**src/rtl/espwm_pkg.sv**
```systemverilog
// Shared types, constants and helpers for the eight-step PWM sequencer.
// No dependencies; every other file in rtl/ refers to this package by scoped names.
package espwm_pkg;

	// Sequencer geometry
	localparam int unsigned STEPS = 8;
	localparam int unsigned IDX_W = (STEPS > 1) ? $clog2(STEPS) : 1;

	// Field widths fixed by the interface
	localparam int unsigned CMD_W    = 2;
	localparam int unsigned SAMPLE_W = 12;
	localparam int unsigned REG_W    = 16;
	localparam int unsigned STEP_W   = 3;
	localparam int unsigned PROD_W   = SAMPLE_W + REG_W;

	// Configuration register map
	localparam int unsigned CFG_ADDR_W = 1;
	localparam logic [CFG_ADDR_W-1:0] REG_TICKS_PER_STEP = 1'd0;
	localparam logic [CFG_ADDR_W-1:0] REG_PWM_PERIOD     = 1'd1;

	// Register reset values
	localparam logic [REG_W-1:0] RST_TICKS_PER_STEP = 16'd1000;
	localparam logic [REG_W-1:0] RST_PWM_PERIOD     = 16'd11999;
	localparam logic [REG_W-1:0] RST_COMPARE        = REG_W'(RST_PWM_PERIOD / 2);

	// Full-scale converter code used as divisor of the duty scaling
	localparam logic [SAMPLE_W-1:0] FULL_SCALE = 12'd4095;

	// Step table reset pattern, repeated every eight entries
	localparam logic [SAMPLE_W-1:0] RESET_PATTERN [8] = '{
		12'd4000, 12'd2000, 12'd0, 12'd2000, 12'd4000, 12'd2000, 12'd0, 12'd2000
	};

	typedef enum logic [CMD_W-1:0] {
		CMD_TICK  = 2'd0,
		CMD_PAUSE = 2'd1,
		CMD_STORE = 2'd2
	} cmd_t;

	// Fields that travel alongside the duty calculation
	typedef struct packed {
		logic              pwm_enable;
		logic [STEP_W-1:0] play_step;
		logic [STEP_W-1:0] edit_step;
		logic              advanced;
	} side_t;

	// Stage load enables handed to the scaling pipeline
	typedef struct packed {
		logic s2;
		logic s3;
	} pipe_en_t;

	function automatic logic [SAMPLE_W-1:0] reset_entry(input int unsigned idx);
		logic [2:0] sel;
		sel = idx[2:0];
		return RESET_PATTERN[sel];
	endfunction

endpackage

```
**src/rtl/espwm_ctrl.sv**
```systemverilog
// Sequencer state: tick counter, play/edit indices, pause flag and step table.
// Produces the first pipeline stage. Depends on espwm_pkg.
module espwm_ctrl (
	input  logic                                clk,
	input  logic                                arst_n,
	input  logic                                accept,
	input  logic [espwm_pkg::CMD_W-1:0]         cmd,
	input  logic [espwm_pkg::SAMPLE_W-1:0]      sample,
	input  logic [espwm_pkg::REG_W-1:0]         ticks_per_step,
	output logic [espwm_pkg::SAMPLE_W-1:0]      entry_s1,
	output espwm_pkg::side_t                    side_s1
);

	logic [espwm_pkg::REG_W-1:0]    tick_q, tick_d;
	logic [espwm_pkg::REG_W:0]      tick_inc;
	logic                           wrap;
	logic [espwm_pkg::IDX_W-1:0]    play_q, play_d, play_nxt;
	logic [espwm_pkg::IDX_W-1:0]    edit_q, edit_d, edit_nxt;
	logic                           paused_q, paused_d;
	logic                           adv;
	logic                           store_we;
	logic [espwm_pkg::SAMPLE_W-1:0] step_q [espwm_pkg::STEPS];

	assign tick_inc = {1'b0, tick_q} + 17'd1;
	// a step length of zero behaves like one
	assign wrap     = tick_inc >= {1'b0, ticks_per_step};
	assign play_nxt = (play_q == espwm_pkg::IDX_W'(espwm_pkg::STEPS - 1)) ? '0 : play_q + 1'b1;
	assign edit_nxt = (edit_q == espwm_pkg::IDX_W'(espwm_pkg::STEPS - 1)) ? '0 : edit_q + 1'b1;

	always_comb begin
		tick_d   = tick_q;
		play_d   = play_q;
		edit_d   = edit_q;
		paused_d = paused_q;
		adv      = 1'b0;
		store_we = 1'b0;
		case (espwm_pkg::cmd_t'(cmd))
			espwm_pkg::CMD_TICK: begin
				if (!paused_q) begin
					if (wrap) begin
						tick_d = '0;
						play_d = play_nxt;
						adv    = 1'b1;
					end else begin
						tick_d = tick_inc[espwm_pkg::REG_W-1:0];
					end
				end
			end
			espwm_pkg::CMD_PAUSE: begin
				paused_d = !paused_q;
			end
			espwm_pkg::CMD_STORE: begin
				store_we = 1'b1;
				edit_d   = edit_nxt;
			end
			default: begin
			end
		endcase
	end

	always_ff @(posedge clk or negedge arst_n) begin
		if (!arst_n) begin
			tick_q   <= '0;
			play_q   <= '0;
			edit_q   <= '0;
			paused_q <= 1'b0;
			for (int i = 0; i < espwm_pkg::STEPS; i++) begin
				step_q[i] <= espwm_pkg::reset_entry(i);
			end
		end else if (accept) begin
			tick_q   <= tick_d;
			play_q   <= play_d;
			edit_q   <= edit_d;
			paused_q <= paused_d;
			if (store_we) begin
				step_q[edit_q] <= sample;
			end
		end
	end

	// stage 1 payload; entry only matters when the beat advanced
	always_ff @(posedge clk) begin
		if (accept) begin
			entry_s1            <= step_q[play_nxt];
			side_s1.pwm_enable  <= !paused_d;
			side_s1.play_step   <= espwm_pkg::STEP_W'(play_d);
			side_s1.edit_step   <= espwm_pkg::STEP_W'(edit_d);
			side_s1.advanced    <= adv;
		end
	end

endmodule

```
**src/rtl/espwm_scale.sv**
```systemverilog
// Duty scaling pipeline: entry * period, then divide by 4095 via shift-add estimate
// and a one-step remainder correction. Depends on espwm_pkg.
module espwm_scale (
	input  logic                           clk,
	input  espwm_pkg::pipe_en_t            en,
	input  logic [espwm_pkg::SAMPLE_W-1:0] entry_s1,
	input  logic [espwm_pkg::REG_W-1:0]    pwm_period,
	output logic [espwm_pkg::REG_W-1:0]    quot
);

	logic [espwm_pkg::PROD_W-1:0] prod_s2;
	logic [espwm_pkg::PROD_W:0]   est_sum;
	logic [espwm_pkg::REG_W-1:0]  qest_s3;
	logic [13:0]                  xlo_s3;
	logic [13:0]                  rem;

	// x/4095 = (x + x/4095)/4096; x>>12 stands in for x/4095, which leaves the estimate low by at most one
	assign est_sum = {1'b0, prod_s2} + espwm_pkg::PROD_W'(prod_s2 >> 12) + 1'b0;

	always_ff @(posedge clk) begin
		if (en.s2) begin
			prod_s2 <= espwm_pkg::PROD_W'(entry_s1) * espwm_pkg::PROD_W'(pwm_period);
		end
		if (en.s3) begin
			qest_s3 <= espwm_pkg::REG_W'(est_sum >> 12);
			xlo_s3  <= prod_s2[13:0];
		end
	end

	// remainder lies in [0, 2*4095), so 14 bits modulo arithmetic is exact
	assign rem  = xlo_s3 - {qest_s3[1:0], 12'd0} + qest_s3[13:0];
	assign quot = (rem >= 14'(espwm_pkg::FULL_SCALE)) ? qest_s3 + 1'b1 : qest_s3;

endmodule

```
**src/rtl/eight_step_pwm_sequencer_unit.sv**
```systemverilog
// Eight-step PWM sequencer, top level.
// Holds the configuration registers, the beat pipeline and the output register.
// Depends on espwm_pkg, espwm_ctrl and espwm_scale.
//
// Takes one command beat per clock unless stalled (tick, pause toggle or sample
// store) and returns exactly one result beat per command, in order. Sequencer
// state (tick counter, play and edit indices, pause flag, step table) updates in
// the cycle a beat is accepted, so back-to-back beats see each other's effects
// at once. The compare value for an advancing tick, entry * pwm_period / 4095,
// comes out of a short pipeline: stage 1 reads the entry, stage 2 forms the
// 28-bit product, stage 3 makes a shift-add quotient estimate, and the output
// register applies a one-step remainder fix and holds the compare value between
// advances. Sustained rate is one beat per cycle without stalls. Each stage
// holds its beat until the next one frees, so gaps close up and the input keeps
// taking beats into free stages while a finished result waits on the output.
// Configuration writes (index 0 ticks_per_step, index 1 pwm_period) are expected
// only when the block is drained; the compare value keeps its value across a
// period change until the next advance. Reset loads the step table with its
// default pattern and the compare value with half the reset period.
module eight_step_pwm_sequencer_unit (
	input  logic                                 clk,
	input  logic                                 arst_n,
	// configuration write port
	input  logic                                 cfg_wr_en,
	input  logic [espwm_pkg::CFG_ADDR_W-1:0]     cfg_addr,
	input  logic [espwm_pkg::REG_W-1:0]          cfg_wdata,
	// command channel
	input  logic                                 in_valid,
	output logic                                 in_ready,
	input  logic [espwm_pkg::CMD_W-1:0]          cmd,
	input  logic [espwm_pkg::SAMPLE_W-1:0]       sample,
	// result channel
	output logic                                 out_valid,
	input  logic                                 out_ready,
	output logic [espwm_pkg::REG_W-1:0]          duty_compare,
	output logic                                 pwm_enable,
	output logic [espwm_pkg::STEP_W-1:0]         play_step,
	output logic [espwm_pkg::STEP_W-1:0]         edit_step,
	output logic                                 step_advanced
);

	// configuration registers
	logic [espwm_pkg::REG_W-1:0] ticks_per_step_q;
	logic [espwm_pkg::REG_W-1:0] pwm_period_q;

	// pipeline occupancy
	logic v1_q, v2_q, v3_q, vo_q;
	logic en1, en2, en3, eno;
	logic accept;
	espwm_pkg::pipe_en_t pen;

	// beat payload per stage
	logic [espwm_pkg::SAMPLE_W-1:0] entry_s1;
	espwm_pkg::side_t               side_s1, side_s2, side_s3, side_q;
	logic [espwm_pkg::REG_W-1:0]    quot;
	logic [espwm_pkg::REG_W-1:0]    compare_q;

	always_ff @(posedge clk or negedge arst_n) begin
		if (!arst_n) begin
			ticks_per_step_q <= espwm_pkg::RST_TICKS_PER_STEP;
			pwm_period_q     <= espwm_pkg::RST_PWM_PERIOD;
		end else if (cfg_wr_en) begin
			case (cfg_addr)
				espwm_pkg::REG_TICKS_PER_STEP: ticks_per_step_q <= cfg_wdata;
				espwm_pkg::REG_PWM_PERIOD:     pwm_period_q     <= cfg_wdata;
				default: begin
				end
			endcase
		end
	end

	// a stage loads when empty or when its beat moves on
	assign eno      = !vo_q || out_ready;
	assign en3      = !v3_q || eno;
	assign en2      = !v2_q || en3;
	assign en1      = !v1_q || en2;
	assign in_ready = en1;
	assign accept   = in_valid && en1;
	assign pen      = '{s2: en2, s3: en3};

	always_ff @(posedge clk or negedge arst_n) begin
		if (!arst_n) begin
			v1_q <= 1'b0;
			v2_q <= 1'b0;
			v3_q <= 1'b0;
			vo_q <= 1'b0;
		end else begin
			if (en1) v1_q <= in_valid;
			if (en2) v2_q <= v1_q;
			if (en3) v3_q <= v2_q;
			if (eno) vo_q <= v3_q;
		end
	end

	espwm_ctrl u_ctrl (
		.clk            (clk),
		.arst_n         (arst_n),
		.accept         (accept),
		.cmd            (cmd),
		.sample         (sample),
		.ticks_per_step (ticks_per_step_q),
		.entry_s1       (entry_s1),
		.side_s1        (side_s1)
	);

	// the user must keep pwm_period stable while beats are in flight; the block does not enforce it
	espwm_scale u_scale (
		.clk        (clk),
		.en         (pen),
		.entry_s1   (entry_s1),
		.pwm_period (pwm_period_q),
		.quot       (quot)
	);

	always_ff @(posedge clk) begin
		if (en2) side_s2 <= side_s1;
		if (en3) side_s3 <= side_s2;
		if (eno) side_q  <= side_s3;
	end

	// compare value is state: only an advancing beat replaces it
	always_ff @(posedge clk or negedge arst_n) begin
		if (!arst_n) begin
			compare_q <= espwm_pkg::RST_COMPARE;
		end else if (eno && v3_q && side_s3.advanced) begin
			compare_q <= quot;
		end
	end

	assign out_valid     = vo_q;
	assign duty_compare  = compare_q;
	assign pwm_enable    = side_q.pwm_enable;
	assign play_step     = side_q.play_step;
	assign edit_step     = side_q.edit_step;
	assign step_advanced = side_q.advanced;

`ifndef SYNTHESIS
	// an advance only happens on a running tick
	a_adv_enabled: assert property (@(posedge clk) disable iff (!arst_n)
		out_valid && step_advanced |-> pwm_enable)
		else $error("step advanced while paused");

	// an empty output stage must never block the input
	a_no_false_stall: assert property (@(posedge clk) disable iff (!arst_n)
		!out_valid |-> in_ready)
		else $error("input stalled with empty output");

	// compare value only moves on an advancing beat
	a_compare_hold: assert property (@(posedge clk) disable iff (!arst_n)
		out_valid && !step_advanced && $past(out_valid) |-> $stable(duty_compare))
		else $error("compare value changed without an advance");
`endif

endmodule

```
**config.mk**
```make
export PLATFORM = sky130hd
export DESIGN_NAME = eight_step_pwm_sequencer_unit
export DESIGN_NICKNAME = d
export VERILOG_FILES = /design/src/rtl/espwm_pkg.sv /design/src/rtl/espwm_ctrl.sv /design/src/rtl/espwm_scale.sv /design/src/rtl/eight_step_pwm_sequencer_unit.sv
export SDC_FILE = /design/constraint.sdc
export NUM_CORES = 1
export LEC_CHECK = 0
export ABC_AREA = 1
export BUFFER_PORTS_ARGS = -buffer_cell sky130_fd_sc_hd__buf_2
export CORE_ASPECT_RATIO = 0.75
export CORE_MARGIN = 5
export CORE_UTILIZATION = 26
export CTS_CLUSTER_SIZE = 28
export DETAILED_ROUTE_END_ITERATION = 8
export PLACE_DENSITY_LB_ADDON = 0.2
export SYNTH_ARGS = -nofsm -noshare
export SYNTH_HDL_FRONTEND = slang
export SYNTH_SLANG_ARGS = --single-unit
```
**constraint.sdc**
```tcl
create_clock -name clk -period 6.85 [get_ports clk]
set_clock_uncertainty 0.15 [all_clocks]
set_input_delay 0.3425 -clock clk [delete_from_list [all_inputs] [get_ports clk]]
set_output_delay 0.3425 -clock clk [all_outputs]
set_load 0.03 [all_outputs]
```
; Yosys cells after proc, flatten, opt, wreduce, memory -nomap -nowiden
; Cells that the tools add are included.
; W data, S select, Z words.
[totals]
ff_bits = 273
input_bits = 36
out_inout_bits = 26
wordCells = 98
[op_classes]
n_addsub = 7
n_mul = 1
magnitude_cmp = 5
eq_ne = 4
mux = 17
bitwise_logic = 5
reduce_logical = 20
[ops]
columns = op, count
row1 = $bwmux W96, 1
row2 = $bmux W12 S3, 1
row3 = $demux W12 S3, 1
row4 = $mux W12, 3
row5 = $mux W16, 2
row6 = $add A28 B16 Y28, 1
row7 = $mul A12 B16 Y28, 1
row8 = $mux W3, 6
row9 = $add A16 B1 Y17 const B, 1
row10 = $ge A17 B16 Y1, 1
row11 = $add A16 B1 Y16 const B, 1
row12 = $add A14 B14 Y14, 1
row13 = $ge A14 B12 Y1 const B, 1
row14 = $sub A14 B14 Y14, 1
row15 = $ge A4 B4 Y1 const B, 2
row16 = $not A3 Y4, 2
row17 = $add A3 B1 Y3 const B, 2
row18 = $eq A3 B3 Y1 const B, 2
row19 = $logic_not A1 Y1, 6
row20 = $reduce_and A2 Y1, 3
row21 = $logic_and A1 B1 Y1, 4
row22 = $logic_or A1 B1 Y1, 4
row23 = $lt A4 B1 Y1 const B, 1
row24 = $mux W1, 3
row25 = other kinds (6), 8

; Logic depth before layout (Yosys ltp)
[logic_depth]
ltp_word = 7
depth_mapped = 25
depth_no_buf = 23

; By module
; A second synthesis with hierarchy kept.
[hier_totals]
cells_unflattened = 2490
area_unflattened_um2 = 20621.0
[modules_own_cells]
columns = mod, instances, cells_per_inst, area_per_inst_um2, seq_area_each_um2
row1 = espwm_scale, 1, 1465, 11020.6, 1741.7
row2 = espwm_ctrl, 1, 790, 6797.8, 3623.5
row3 = eight_step_pwm_sequencer_unit, 1, 235, 2802.7, 2055.7

; Worst setup path before layout
; OpenSTA, ideal clock, no wires.
[synth_path]
path_kind = register to register
from = register pwm_period_q[0] (netlist name)
to = register u_scale.prod_s2[21] (netlist name) (data pin)
setup_time_ns = 0.258
arrival_time_ns = 4.871
t_required_ns = 6.442
setup_slack_ns = 1.571
stages_incl_launch_ff = 20
n_path_buf = 1
period_less_slack_ns = 5.279
path_cell_list = dfstp_2 -> clkbuf_1 -> nand2_1 -> fa_1 -> fa_1 -> inv_1 -> fa_1 -> fa_1 -> inv_1 -> fa_1 -> inv_1 -> ha_1 -> nand2_1 -> nor2_1 -> inv_1 -> o21ai_0 -> a21oi_1 -> nor2_1 -> nor2_1 -> xnor2_1
[synth_between]
elab_chain_len = 1
[synth_lines]
columns = element, line
row1 = start: declaration, eight_step_pwm_sequencer_unit.sv:44  ; logic [espwm_pkg::REG_W-1:0] pwm_period_q;
row2 = start signal: assignment, eight_step_pwm_sequencer_unit.sv:61  ; pwm_period_q <= espwm_pkg::RST_PWM_PERIOD;
row3 = start signal: assignment, eight_step_pwm_sequencer_unit.sv:65  ; espwm_pkg::REG_PWM_PERIOD: pwm_period_q <= cfg_wdata;
row4 = $mul A12 B16 Y28, espwm_scale.sv:22  ; prod_s2 <= espwm_pkg::PROD_W'(entry_s1) * espwm_pkg::PROD_W'(pwm_period);
row5 = end signal: assignment, espwm_scale.sv:22
row6 = end: declaration, espwm_scale.sv:11  ; logic [espwm_pkg::PROD_W-1:0] prod_s2;
; No other way between the ends.
; A chain may end at the register's enable or synchronous reset.

; Final worst setup path
[layout_path]
from = register u_ctrl.entry_s1[8] (netlist name)
to = register u_scale.prod_s2[21] (netlist name) (data pin)
[layout_between]
elab_chain_len = 1
[layout_lines]
columns = element, line
row1 = start: declaration, espwm_ctrl.sv:10  ; output logic [espwm_pkg::SAMPLE_W-1:0] entry_s1,
row2 = start signal: assignment, espwm_ctrl.sv:84  ; entry_s1 <= step_q[play_nxt];
row3 = $mul A12 B16 Y28, espwm_scale.sv:22
; No other way between the ends.

==> flow_metrics.tcl <==
set metrics [dict create \
    gp_congestion 0.8304 \
    routed-via-count 14800 \
    cts_max_path_buffers 3 \
    cpMostUsedCell "fa_1" \
    die_y_um 248.3 \
    tightest_slew_ns 0.9370 \
    grt_pass1_vias 14890 \
    drtIter0Drc 848 \
    crit_family "adder cells" \
    setup_viol 0 \
    postPlaceCellArea_sq_um 21040 \
    cap_viol_max_count 0 \
    htreeDepth 1 \
    syn2layout_area_growth_pct 14.07 \
    max_freq_ghz 0.1786 \
    r2r_slack_ns 1.25 \
    avgSynthCellArea_sq_um 8.413 \
    postRouteAntennaNets 0 \
    yosysUniqueCellTypes 39 \
    final_nets 2698 \
    diodes 0 \
    startpoint_type "flop" \
    yosys-top-cells-area "edfxtp_1 16%, fa_1 14%, dfrtp_1 14%" \
    ys_seq_area_share_pct 37.71 \
    grt_max_degree 139 \
    synth_seq_cells 273 \
    pin_count 62 \
    synth-compound-area-share_pct 8.793 \
    hpwl_um 37760 \
    rsz0062_at_grt "false" \
    synth.cell_area_sq_um 19680 \
    cts-root-buf "clkbuf_16" \
    wirelength_um 50770 \
    final_cell_count_no_fill 3398 \
    synth_top_area_share_pct 15.56 \
    cp.arrival_ns 5.77 \
    worstRegToRegCells 18 \
    clock_sink_count 273 \
    first_pass_iters 5 \
    maxSlewViolCount 0 \
    final.min_clock_period_ns 5.598 \
    rr_startpoint "u_ctrl.entry_s1[8]" \
    synth_edf_count 102 \
    rr_endpoint "u_scale.prod_s2[21]" \
    cts.reportedPaths.clkPinSlew_ns 0.07 \
    yosys.area_share.simple_pct 17.90 \
    post_cts_buffers 0 \
    timing.final.crit_share_pct 81.72 \
    track_usage_pct 12.46 \
    dp_cells 3310 \
    core_sq_um 75110 \
    synth_top_family_by_area "adder cells" \
    stdcell_area_sq_um 22450 \
    status "finished, final reports clean" \
    die_x_um 327.7 \
    die_area_sq_um 81350 \
    slew_headroom_pct 37.39 \
    crit_chain "nand2_1 > fa_1 > fa_1 > inv_1 > fa_1 > fa_1 > inv_1 > fa_1 > inv_1 > ha_1 > nand2_1 > nor2_1 > inv_1 > o21ai_0 > a21oi_1 > nor2_1 > nor2_1 > xnor2_1" \
    synthAdderAreaFrac_pct 22.42 \
    yosys_warnings 0 \
    synth_mux_area_share_pct 0 \
    crit_buf_inv 4 \
    antenna_found_initial 0 \
    grt.overflow.total 0 \
    start_util_pct 26.20 \
    clock_latency_ns 0.61 \
    synth_cells 2339 \
    synth_xor_area_share_pct 2.759 \
    drc_errors 0 \
    cts_tree "done" \
    cp-end-kind "flop" \
    syn_nets 2643 \
    port_buffers 61 \
    hp-class "in2async" \
    cp_max_fo 16 \
    fin_tns_setup_ns 0 \
    slowest_stage "edfxtp_1" \
    cp.required_ns 7.02 \
    wire_per_inst_um 14.94 \
    via_per_inst 4.356 \
    yosysTopAreaCell "edfxtp_1" \
    numCtsBuffers 31 \
    crit_type "reg2reg" \
    hold_violations 0 \
    grt_pass1_wl_um 82920 \
    num_rows 87 \
    ys.flop_type "dfrtp_1" \
    cpPeakStageDelay_ns 0.75 \
    layout-drive-gt1-share_pct 8.599 \
    async_flop_share_pct 62.64 \
]
## cell usage in the layout, fill, tap and decap left out, types with 3 or more instances in the layout
cell,instances
o22ai_1,8
nand2_1,651
clkinv_2,5
a21boi_0,3
o221ai_1,17
and2_1,3
buf_2,60
nor3_1,13
nor4_1,4
dlygate4sd3_1,30
buf_4,17
o21ai_1,10
clkinv_4,4
a21o_1,4
o21ai_0,164
a22oi_1,7
a31oi_1,3
nand4_1,17
fa_1,141
a31o_2,5
inv_1,455
bufinv_16,5
xnor2_1,22
nand3_1,72
nand3b_1,6
dfrtp_1,108
nor2_1,110
a32o_1,7
ha_1,127
dfstp_2,63
edfxtp_1,102
clkbuf_16,32
a21oi_1,77
xor2_1,40
## stage by stage
stage               utilization, %  hold slack (ns)  setup WS (ns)
floorplan                        -          -0.1031          1.571
global placement             28.01           0.1112          1.325
detailed placement           28.01           0.1161          1.297
CTS                          29.89         0.004244          1.224
global route                 29.89          0.05456         0.8411
finish                       29.89          0.04632          1.252
## Yosys cell counts (2+ instances only)
cell type  instances
a21oi_1           77
a32o_1             7
a31oi_1            3
o21ai_0          164
inv_2              2
dfstp_2           63
inv_1            455
edfxtp_1         102
nand3_1           72
and2_1             3
o22ai_1            8
dfrtp_1          108
nor2_2             2
a21o_1             4
o21bai_1           2
a22oi_1            7
nand3b_1           6
nor4_1             4
clkbuf_1          71
o221ai_1          17
nor3_1            13
nor2_1           111
buf_2              7
a21boi_0           3
xor2_1            40
a31o_2             5
o21ai_1           10
nand4_1           17
fa_1             141
xnor2_1           22
ha_1             127
buf_1              9
nand2_1          651
## cells by family after synthesis
family / after synthesis
and+or+nand+nor: 882
buffers and inverters: 544
AOI/OAI and AO/OA: 310
DFF: 273
adders and majority gates: 268
xor gates and xnor gates: 62
## per-layer routing
layer  track usage, %  part of all wire [%]
met1            19.20                    53
met3            1.488                   3.3
met5                0                     0
met4            1.966                   1.5
met2            19.08                    42
## worst max path at each step
stage	depth (start not counted)	slack, ns	startpoint	to
final	18	1.25	u_ctrl.entry_s1[8]	u_scale.prod_s2[21]
after global routing	18	0.84	u_ctrl.entry_s1[8]	u_scale.prod_s2[20]
after CTS	18	1.22	u_ctrl.entry_s1[8]	u_scale.prod_s2[20]
after detailed placement	17	1.30	u_ctrl.entry_s1[5]	u_scale.prod_s2[27]
after global placement	21	1.32	u_ctrl.entry_s1[11]	u_scale.prod_s2[27]
after floorplan	19	1.57	pwm_period_q[0]	u_scale.prod_s2[21]
## state kept, by name (all words and copies together), names as in the netlist, 3 cells and up
name,flops
u_ctrl.step_q,96
u_scale.prod_s2,28
duty_compare,16
pwm_period_q,16
ticks_per_step_q,16
u_ctrl.tick_q,16
u_scale.qest_s3,16
u_scale.xlo_s3,14
u_ctrl.entry_s1,12
side_s2,8
side_s3,8
u_ctrl.side_s1,8
edit_step,3
play_step,3
u_ctrl.edit_q,3
u_ctrl.play_q,3
## what timing repair did
item                      CTS  global route
hold buffers               30             0
hold endpoints to repair  147             0
gates resized for setup     0             0
## worst reg2reg max path, cell delays in order (launching register included)
cell	delay, ns
edfxtp_1	0.75
nand2_1	0.19
fa_1	0.48
fa_1	0.57
inv_1	0.08
fa_1	0.46
fa_1	0.57
inv_1	0.06
fa_1	0.53
inv_1	0.04
ha_1	0.34
nand2_1	0.11
nor2_1	0.11
inv_1	0.04
o21ai_0	0.36
a21oi_1	0.18
nor2_1	0.12
nor2_1	0.06
xnor2_1	0.12
## final cells by class
type / instances / area, sq um
Clock buffer: 36 / 835.8
Clock inverter: 22 / 276.5
Fill cell: 7988 / 52660
Inverter: 457 / 1715
Multi-Input combinational cell: 1522 / 10210
Sequential cell: 273 / 7421
Tap cell: 979 / 1225
Timing Repair Buffer: 109 / 759.5
Power is left out: the tool's default activity adds up to more than one toggle a clock period on the data nets, which glitch-free logic cannot reach.
